`src/sv/crbe_pkg.sv`:
```
// crbe_pkg: shared types, widths and action codes of the counter bank rate estimator
// no dependencies; used by every module of the block
`timescale 1ns / 1ps
`default_nettype none

package crbe_pkg;

  localparam int BANK_DEPTH     = 32;
  localparam int IDX_W          = 5;
  localparam int VALUE_BITS     = 48;
  localparam int RATE_FRAC_BITS = 16;
  localparam int RATE_W         = 64;
  localparam int TIME_W         = 32;
  localparam int INTERVAL_W     = 8;
  localparam int ACTION_W       = 3;
  localparam int DVD_W          = VALUE_BITS + RATE_FRAC_BITS;
  localparam int DIV_CNT_W      = $clog2(DVD_W);

  localparam logic [IDX_W:0]        BANK_DEPTH_L   = (IDX_W + 1)'(BANK_DEPTH);
  localparam logic [IDX_W-1:0]      LAST_COUNTER   = IDX_W'(BANK_DEPTH - 1);
  localparam logic [INTERVAL_W-1:0] INTERVAL_RESET = INTERVAL_W'(5);
  localparam logic [RATE_W-1:0]     RATE_MAX       = {1'b0, {(RATE_W - 1){1'b1}}};
  localparam logic [VALUE_BITS-1:0] VALUE_MAX      = {VALUE_BITS{1'b1}};

  localparam logic [ACTION_W-1:0] ACT_READ  = 3'd0;
  localparam logic [ACTION_W-1:0] ACT_CLEAR = 3'd1;
  localparam logic [ACTION_W-1:0] ACT_SET   = 3'd2;
  localparam logic [ACTION_W-1:0] ACT_ADD   = 3'd3;
  localparam logic [ACTION_W-1:0] ACT_TICK  = 3'd4;

  typedef struct packed {
    logic [ACTION_W-1:0] action;
    logic [IDX_W-1:0]    counter_index;
    logic [47:0]         operand;
    logic [TIME_W-1:0]   time_seconds;
  } in_item_t;

  typedef struct packed {
    logic [47:0]        counter_value;
    logic signed [63:0] counter_rate;
    logic               rates_updated;
  } out_item_t;

  typedef struct packed {
    logic busy;
    logic done;
  } div_stat_t;

endpackage

`default_nettype wire

```
`src/sv/crbe_rate_upd.sv`:
```
// crbe_rate_upd: signed rate from a quotient with saturation, and quarter-weight blend
// depends on crbe_pkg for widths and limits
`timescale 1ns / 1ps
`default_nettype none

module crbe_rate_upd (
  input  wire logic [crbe_pkg::DVD_W-1:0]  quotient,
  input  wire logic                        neg,
  input  wire logic [crbe_pkg::RATE_W-1:0] prior_rate,
  output logic      [crbe_pkg::RATE_W-1:0] blended_rate
);

  logic [crbe_pkg::RATE_W-1:0] q_ext;
  logic [crbe_pkg::RATE_W-1:0] mag;
  logic [crbe_pkg::RATE_W-1:0] fresh;
  logic [crbe_pkg::RATE_W+1:0] old_ext;
  logic [crbe_pkg::RATE_W+1:0] fresh_ext;
  logic [crbe_pkg::RATE_W+1:0] sum;

  always_comb begin
    q_ext        = crbe_pkg::RATE_W'(quotient);
    mag          = q_ext[crbe_pkg::RATE_W-1] ? crbe_pkg::RATE_MAX : q_ext;
    fresh        = neg ? (~mag + 1'b1) : mag;
    old_ext      = {{2{prior_rate[crbe_pkg::RATE_W-1]}}, prior_rate};
    fresh_ext    = {{2{fresh[crbe_pkg::RATE_W-1]}}, fresh};
    // 3*old + new, floor divided by four
    sum          = old_ext + {old_ext[crbe_pkg::RATE_W:0], 1'b0} + fresh_ext;
    blended_rate = (prior_rate == '0) ? fresh : sum[crbe_pkg::RATE_W+1:2];
  end

endmodule

`default_nettype wire

```
`config.mk`:
```
export PLATFORM = sky130hd
export DESIGN_NAME = crbe_rate_upd
export DESIGN_NICKNAME = d
export VERILOG_FILES = /design/src/sv/crbe_pkg.sv /design/src/sv/crbe_rate_upd.sv
export SDC_FILE = /design/constraint.sdc
export NUM_CORES = 1
export LEC_CHECK = 0
export ABC_AREA = 1
export BUFFER_PORTS_ARGS = -buffer_cell sky130_fd_sc_hd__buf_2
export CAP_MARGIN = 20
export CORE_ASPECT_RATIO = 1.25
export CORE_MARGIN = 1
export CORE_UTILIZATION = 55
export DETAILED_ROUTE_END_ITERATION = 7
export PLACE_DENSITY = 0.82
export SYNTH_ARGS = -nofsm -noshare
export SYNTH_HDL_FRONTEND = slang
export SYNTH_SLANG_ARGS = --single-unit
export TNS_END_PERCENT = 30
```
`constraint.sdc`:
```
create_clock -name vclk -period 12.8
set_input_delay 2.56 -clock vclk [all_inputs]
set_output_delay 2.56 -clock vclk [all_outputs]
set_load 0.05 [all_outputs]
```
Word level (Yosys, flattened, before mapping)
Cells that the tools add are included.

Multiplexer cells: 3. Bitwise gates (word level): 1. Reduce and logical (&&, ||, !) cells: 1. Add/subtract/negate cells: 3.

Operator list (count): $mux W64 (2); $add A64 B65 Y66 (1); $add A66 B66 Y66 (1); $add A64 B1 Y64 const B (1); $logic_not A64 Y1 (1); $not A63 Y64 (1); $mux W63 (1).

Flip-flop bits (word level): 0. Output and inout port bits: 64. Logic and storage cells: 8. Input port bits: 129.

Longest topological paths before layout
Gate-level depths: netlist of the first run.

Depth after elaboration: 6. Gate-level depth with buffers: 32. Mapped depth without buffers: 30.

Worst setup path before layout of the first run
Ideal clock, no wire load.

Path type: input to output. From: in quotient[63] in the netlist's numbering. To: out blended_rate[23] in the netlist's numbering. Data required time: 10240 ps. Cell stages on the path: 25. Data arrival time: 6793 ps. Path buffers: 3. Path slack: 3447 ps. Path through: buf_6 buf_8 buf_6 nor2_1 ha_1 nand3_2 nor2_2 nand3_2 nor2_1 inv_1 o21ai_0 xor2_1 inv_1 fa_1 ha_1 nand2_1 inv_1 nand2_1 nand2_1 a21oi_1 nand2_1 nand2_1 nand2_1 xnor2_1 o21ai_0.

Word-level cells in the longest chain between the ends: 6.

Ends and longest elaborated chain: start: declaration (RTL line crbe_rate_upd.sv:7) `input wire logic [crbe_pkg::DVD_W-1:0] quotient,`; $mux W63 (*) (RTL line crbe_rate_upd.sv:22) `mag = q_ext[crbe_pkg::RATE_W-1] ? crbe_pkg::RATE_MAX : q_ext;`; $not A63 Y64 (RTL line crbe_rate_upd.sv:23) `fresh = neg ? (~mag + 1'b1) : mag;`; $add A64 B1 Y64 (RTL line crbe_rate_upd.sv:23); $mux W64 (*) (RTL line crbe_rate_upd.sv:23); $add A66 B66 Y66 (RTL line crbe_rate_upd.sv:27) `sum = old_ext + {old_ext[crbe_pkg::RATE_W:0], 1'b0} + fresh_ext;`; $mux W64 (*) (RTL line crbe_rate_upd.sv:28) `blended_rate = (prior_rate == '0) ? fresh : sum[crbe_pkg::RATE_W+1:2];`; end: declaration (RTL line crbe_rate_upd.sv:10) `output logic [crbe_pkg::RATE_W-1:0] blended_rate`.

Mark *: on every way between the ends. The rest lies on a longest branch, timed or not.

Final worst setup path of the first run
From: in quotient[63] in the netlist's numbering. To: out blended_rate[35] in the netlist's numbering.

The elaborated chain is that of the path after synthesis.

==> results of run 1 <==
-- through the flow --
step	hold WS (ns)	cells	area (µm²)	setup slack [ns]	utilization
floorplan	5.525	2163	11410	3.447	-
global placement	5.719	2600	12560	2.504	0.6204
detailed placement	5.722	2600	12560	2.473	0.6204
CTS	5.727	2600	12560	2.456	0.6204
global route	5.762	2600	12560	1.755	0.6204
finish	5.725	2600	12560	1.983	0.6204
-- how the worst min path moves through the flow --
stage / from / end / depth (start not counted)
after floorplan: quotient[43] / blended_rate[43] / 3
after global placement: quotient[56] / blended_rate[56] / 7
after detailed placement: quotient[56] / blended_rate[56] / 7
after CTS: quotient[56] / blended_rate[56] / 7
after global routing: quotient[43] / blended_rate[43] / 5
final: quotient[56] / blended_rate[56] / 7
-- kinds of logic (layout without fill, tap and decap cells) --
kind of cell	Yosys count	in the layout
AO/OA/AOI/OAI	204	204
XOR/XNOR	68	68
adder cells (fa/ha/maj)	160	160
AND/OR/NAND/NOR	1256	1256
buffers and inverters	475	642
-- power by group through the flow --
stage | combinational (W) | sequential [W] | clock (W)
after detailed placement | 0.00154 | 0 | 0
after floorplan | 0.00111 | 0 | 0
after CTS | 0.00154 | 0 | 0
after global routing | 0.00171 | 0 | 0
final | 0.00160 | 0 | 0
after global placement | 0.00152 | 0 | 0
-- routing by layer --
layer  up-vias  part of all wire  track usage  wire (µm)
met5         -           0.00024            0         12
met4         2              0.10       0.3903       5127
met3       286              0.11       0.1356       5531
met2       907              0.43       0.7607      21780
met1      6513              0.35       0.5230      17820
li1       6978                 -            -          -
-- synth_stat cells (all sizes together), types with 3 or more instances --
cell type / count / area, µm²
clkbuf: 15 / 56.30
nor4: 5 / 31.28
a21oi: 85 / 425.4
buf: 15 / 126.4
ha: 96 / 1201
fa: 64 / 1281
nand2: 760 / 2890
and2: 10 / 62.56
nor2: 251 / 1055
nand3: 137 / 700.7
a21o: 3 / 22.52
o21ai: 98 / 524.3
o21bai: 13 / 97.59
nand3b: 16 / 120.1
nor3: 29 / 191.4
xor2: 56 / 505.5
or2: 3 / 18.77
inv: 443 / 1668
xnor2: 12 / 105.1
nand4: 44 / 275.3
-- critical path, delay by kind of cell --
kind / cells / cell delay [ns]
buf+inv: 5 / 1.53
compound gates: 1 / 0.19
xor+xnor: 1 / 0.58
fa+ha+maj: 2 / 0.95
simple gates: 13 / 2.37
-- layout make-up --
cell class,instances,area share
timing repair buffer,197,0.07928
multi-input combinational,1688,0.7605
tap,270,0.02689
inverter,445,0.1334
==> flow_metrics.py, run 1 <==
metrics = {
    "cells_and_area": {
        "drive_above_1_share": 0.1129,
        "num_antenna_cells": 0,
        "nNetsFinal": 2621,
        "nFlopsAndLatches": 0,
        "multi_input_area_um2": 9553,
        "fillerInstances": 2158,
        "clock_buffers": 0,
        "final_cell_mix": "750 x nand2_1, 437 x inv_1, 224 x nor2_1, 193 x buf_2, 134 x nand3_1",
        "final_common_cell": "nand2_1",
        "syn2layout_area_growth_pct": 10.11,
        "seq_area_um2": 0,
    },
    "synth": {
        "yosys.area_share.simple": 0.4692,
        "synth_area_um2": 11410,
        "muxShareOfSynthArea": 0,
        "syn_area_per_cell_um2": 5.274,
        "synthCells": 2163,
        "ys_warn_count": 0,
        "synth_compound_area_frac": 0.09684,
        "synthXorXnorAreaFrac": 0.05352,
        "seq_area_frac_synth": 0,
        "synth_fa_ha_area_frac": 0.2176,
        "syn_nets": 2452,
        "synth_cell_types": 43,
        "synth_top_family_by_area": "simple AND/OR/NAND/NOR gates",
    },
    "sta": {
        "max_freq_mhz": 92.44,
        "post-route-period-util": 0.8451,
        "rsz0062_at_grt": "no",
        "worstMarginPinSlew_ns": 0.9882,
        "slew-limit-headroom": 0.3412,
        "fin_tns_setup_ns": 0,
        "drv_slew": 0,
        "fin_crit_ns": 10.82,
        "finalSetupViolations": 0,
        "final-hold-violation-count": 0,
    },
    "power": {
        "comb_power_share": 1.000,
        "internal_power_w": 0.0004074,
        "p_leak_nw": 7.313,
        "irDropWorstVdd_v": 0.0001834,
        "p_sw_w": 0.001191,
        "pwr-share-clk": 0,
        "powerDensity_nw_per_um2": 127.2,
        "power_w": 0.001598,
        "netSwitchingFraction": 0.7451,
        "pwr-share-seq": 0,
    },
    "critical_path": {
        "cp_slowest_cell": "buf_2",
        "worst-setup-path-type": "input pin to output port",
        "worst-path-max-fanout": 50,
        "cp-end-kind": "output port",
        "worstPathArrival_ns": 8.26,
        "critical_path_required_ns": 10.24,
        "slowest_delay_ns": 0.74,
        "cp-start-kind": "input pin",
        "crit_path_start": "quotient[63]",
        "cp_cell_sequence": "buf_2 -> inv_6 -> nand2_1 -> nor2_1 -> nand2_1 -> inv_1 -> nand2_1 -> inv_1 -> nand2_2 -> nand2_1 -> xnor2_1 -> fa_1 -> ha_1 -> nand2_1 -> nor2_1 -> nand2_1 -> nor3b_1 -> nand3_1 -> nand4_1 -> nand3_1 -> o21ai_1 -> buf_2",
        "crit_end": "blended_rate[35]",
        "cpMostUsedCell": "nand2_1",
    },
    "cts": {
        "post-cts-setup-buffer-count": 0,
        "cts_resized": 0,
        "ctsHoldBuffers": 0,
    },
    "global_routing": {
        "overflow": 0,
        "grt_pass1_wl_mm": 75.47,
        "antenna_found_initial": 1,
        "grt_start_max_net_pins": 69,
        "grt_pass1_vias": 13950,
        "grt_use_total": 0.4773,
    },
    "die": {
        "std_cell_rows": 58,
        "die-area_um2": 21330,
        "core_area_um2": 20250,
        "ioPinCount": 193,
        "die_h_um": 163.0,
        "start_util": 0.5635,
        "die_w_um": 130.8,
    },
    "drt": {
        "finalWirelength_mm": 50.27,
        "drtPass1Iterations": 6,
        "viasPerCell": 5.648,
        "final_antenna_net_count": 0,
        "vias": 14690,
        "drcViolationCount": 0,
        "drt_iter0_markers": 1371,
        "post_drt_wl_per_cell_um": 19.34,
    },
    "run_status": {
        "status": "finished, final reports clean",
    },
    "place": {
        "gp_congestion": 1.066,
        "io_buffer_count": 193,
        "dp_hpwl_mm": 42.74,
    },
    "worst_hold_path": {
        "hold_path_class": "input pin to output port",
    },
    "run": {
        "drv_cap": 0,
    },
}
Note: power is estimated with default switching activity, not from simulation.
==> inputs of run 2 (changes only) <==
- PLACE_DENSITY: 0.82 -> 0.85
- clock period: 12.8 -> 9.9 ns (I/O delays scaled with it)
==> flow_metrics.py, run 2 (same netlist as run 1, synthesis figures left out) <==
metrics = {
    "run_status": {
        "status": "finished, final reports clean",
    },
    "power": {
        "power_w": 0.002073,
        "irDropWorstVdd_v": 0.0001620,
        "p_leak_nw": 7.316,
        "powerDensity_nw_per_um2": 164.8,
    },
    "worst_hold_path": {
        "hp-start": "quotient[43]",
        "hold_path_class": "input pin to output port",
        "holdPathEnd": "blended_rate[43]",
        "whs_path_depth": 5,
    },
    "sta": {
        "fin_tns_setup_ns": 0,
        "worstMarginPinSlew_ns": 1.020,
        "final-hold-violation-count": 0,
        "fin_crit_ns": 9.524,
        "rsz0062_at_grt": "no",
        "slew-limit-headroom": 0.3175,
        "max_freq_mhz": 105.0,
        "post-route-period-util": 0.9620,
        "finalSetupViolations": 0,
        "holdWs_ns": 4.570,
        "drv_slew": 0,
    },
    "drt": {
        "vias": 14420,
        "drcViolationCount": 0,
        "drt_iter0_markers": 1521,
        "post_drt_wl_per_cell_um": 18.93,
        "drtPass1Iterations": 6,
        "final_antenna_net_count": 0,
        "finalWirelength_mm": 49.26,
        "viasPerCell": 5.542,
    },
    "die": {
        "start_util": 0.5635,
        "die_w_um": 130.8,
        "die-area_um2": 21330,
        "ioPinCount": 193,
        "std_cell_rows": 58,
        "core_area_um2": 20250,
        "die_h_um": 163.0,
    },
    "cells_and_area": {
        "final_cell_mix": "750 x nand2_1, 436 x inv_1, 224 x nor2_1, 193 x buf_2, 134 x nand3_1",
        "nFlopsAndLatches": 0,
        "multi_input_area_um2": 9553,
        "num_antenna_cells": 0,
        "clock_buffers": 0,
        "syn2layout_area_growth_pct": 10.24,
        "finish.utilization": 0.6212,
        "drive_above_1_share": 0.1136,
        "layout.cells.non_filler": 2602,
        "final_common_cell": "nand2_1",
        "seq_area_um2": 0,
        "nNetsFinal": 2623,
        "fillerInstances": 2146,
    },
    "critical_path": {
        "critical_path_required_ns": 7.92,
        "cp-start-kind": "input pin",
        "worst-setup-path-type": "input pin to output port",
        "worstPathArrival_ns": 7.54,
        "worst-path-max-fanout": 50,
        "cp-end-kind": "output port",
        "crit_path_start": "quotient[63]",
    },
    "place": {
        "io_buffer_count": 193,
        "dp_cells": 2602,
        "dp_hpwl_mm": 42.08,
        "gp_congestion": 1.109,
    },
    "global_routing": {
        "grt_pass1_vias": 13580,
        "antenna_found_initial": 2,
        "grt_use_total": 0.4617,
        "grt_start_max_net_pins": 70,
        "grt_pass1_wl_mm": 73.26,
        "overflow": 0,
    },
    "cts": {
        "ctsHoldBuffers": 0,
        "post-cts-setup-buffer-count": 0,
        "cts_resized": 0,
    },
    "run": {
        "drv_cap": 0,
    },
}
run 2: cell count changes in the layout (fill, tap and decap cells not counted), sizes merged:
cell,before,now
clkinv,2,3
buf,197,199
inv,443,442
run 2: how the worst max path moves through the flow:
stage                             to  slack (ns)  cells after the start
detailed placement  blended_rate[35]        0.82                     26
finish              blended_rate[48]        0.38                     24
global placement    blended_rate[35]        0.81                     26
floorplan           blended_rate[23]        1.71                     25
global route        blended_rate[55]        0.13                     27
CTS                 blended_rate[35]        0.82                     26
run 2: critical path: stages:
cell	delay, ns
buf_2	0.74
inv_6	0.35
nand2_1	0.22
nor2_1	0.08
nand2_1	0.15
nor2_1	0.07
inv_1	0.09
o21ai_0	0.10
xor2_1	0.85
inv_1	0.13
fa_1	0.47
ha_1	0.39
nand2_1	0.17
inv_1	0.05
a21oi_1	0.31
nand2_1	0.13
inv_1	0.09
nand2_1	0.28
nand2_1	0.25
nand3_1	0.09
nand2_1	0.06
nand3_1	0.06
nand2_1	0.13
buf_2	0.28
run 2: final cells by class:
type                       instances  share of cell area
multi-input combinational       1688              0.7595
timing repair buffer             199             0.08038
inverter                         445              0.1332
tap                              270             0.02686
run 2: routing by layer:
metal  track usage  wire, µm
met3        0.1055      4988
met4        0.3662      4598
met2        0.7441     21490
met5             0        25
met1        0.5190     18160
run 2: stage by stage:
stage	setup WS [ns]	cell area [µm²]
3_5_place_dp	0.8236	12580
5_1_grt	0.1338	12580
4_1_cts	0.8167	12580
6_report	0.3764	12580
3_3_place_gp	0.8143	12580
2_1_floorplan	1.707	11410
run 2: power by group:
group          internal [W]  switching [W]  total [W]
clock network             0              0          0
registers                 0              0          0
logic              0.000531        0.00154    0.00207
total              0.000531        0.00154    0.00207
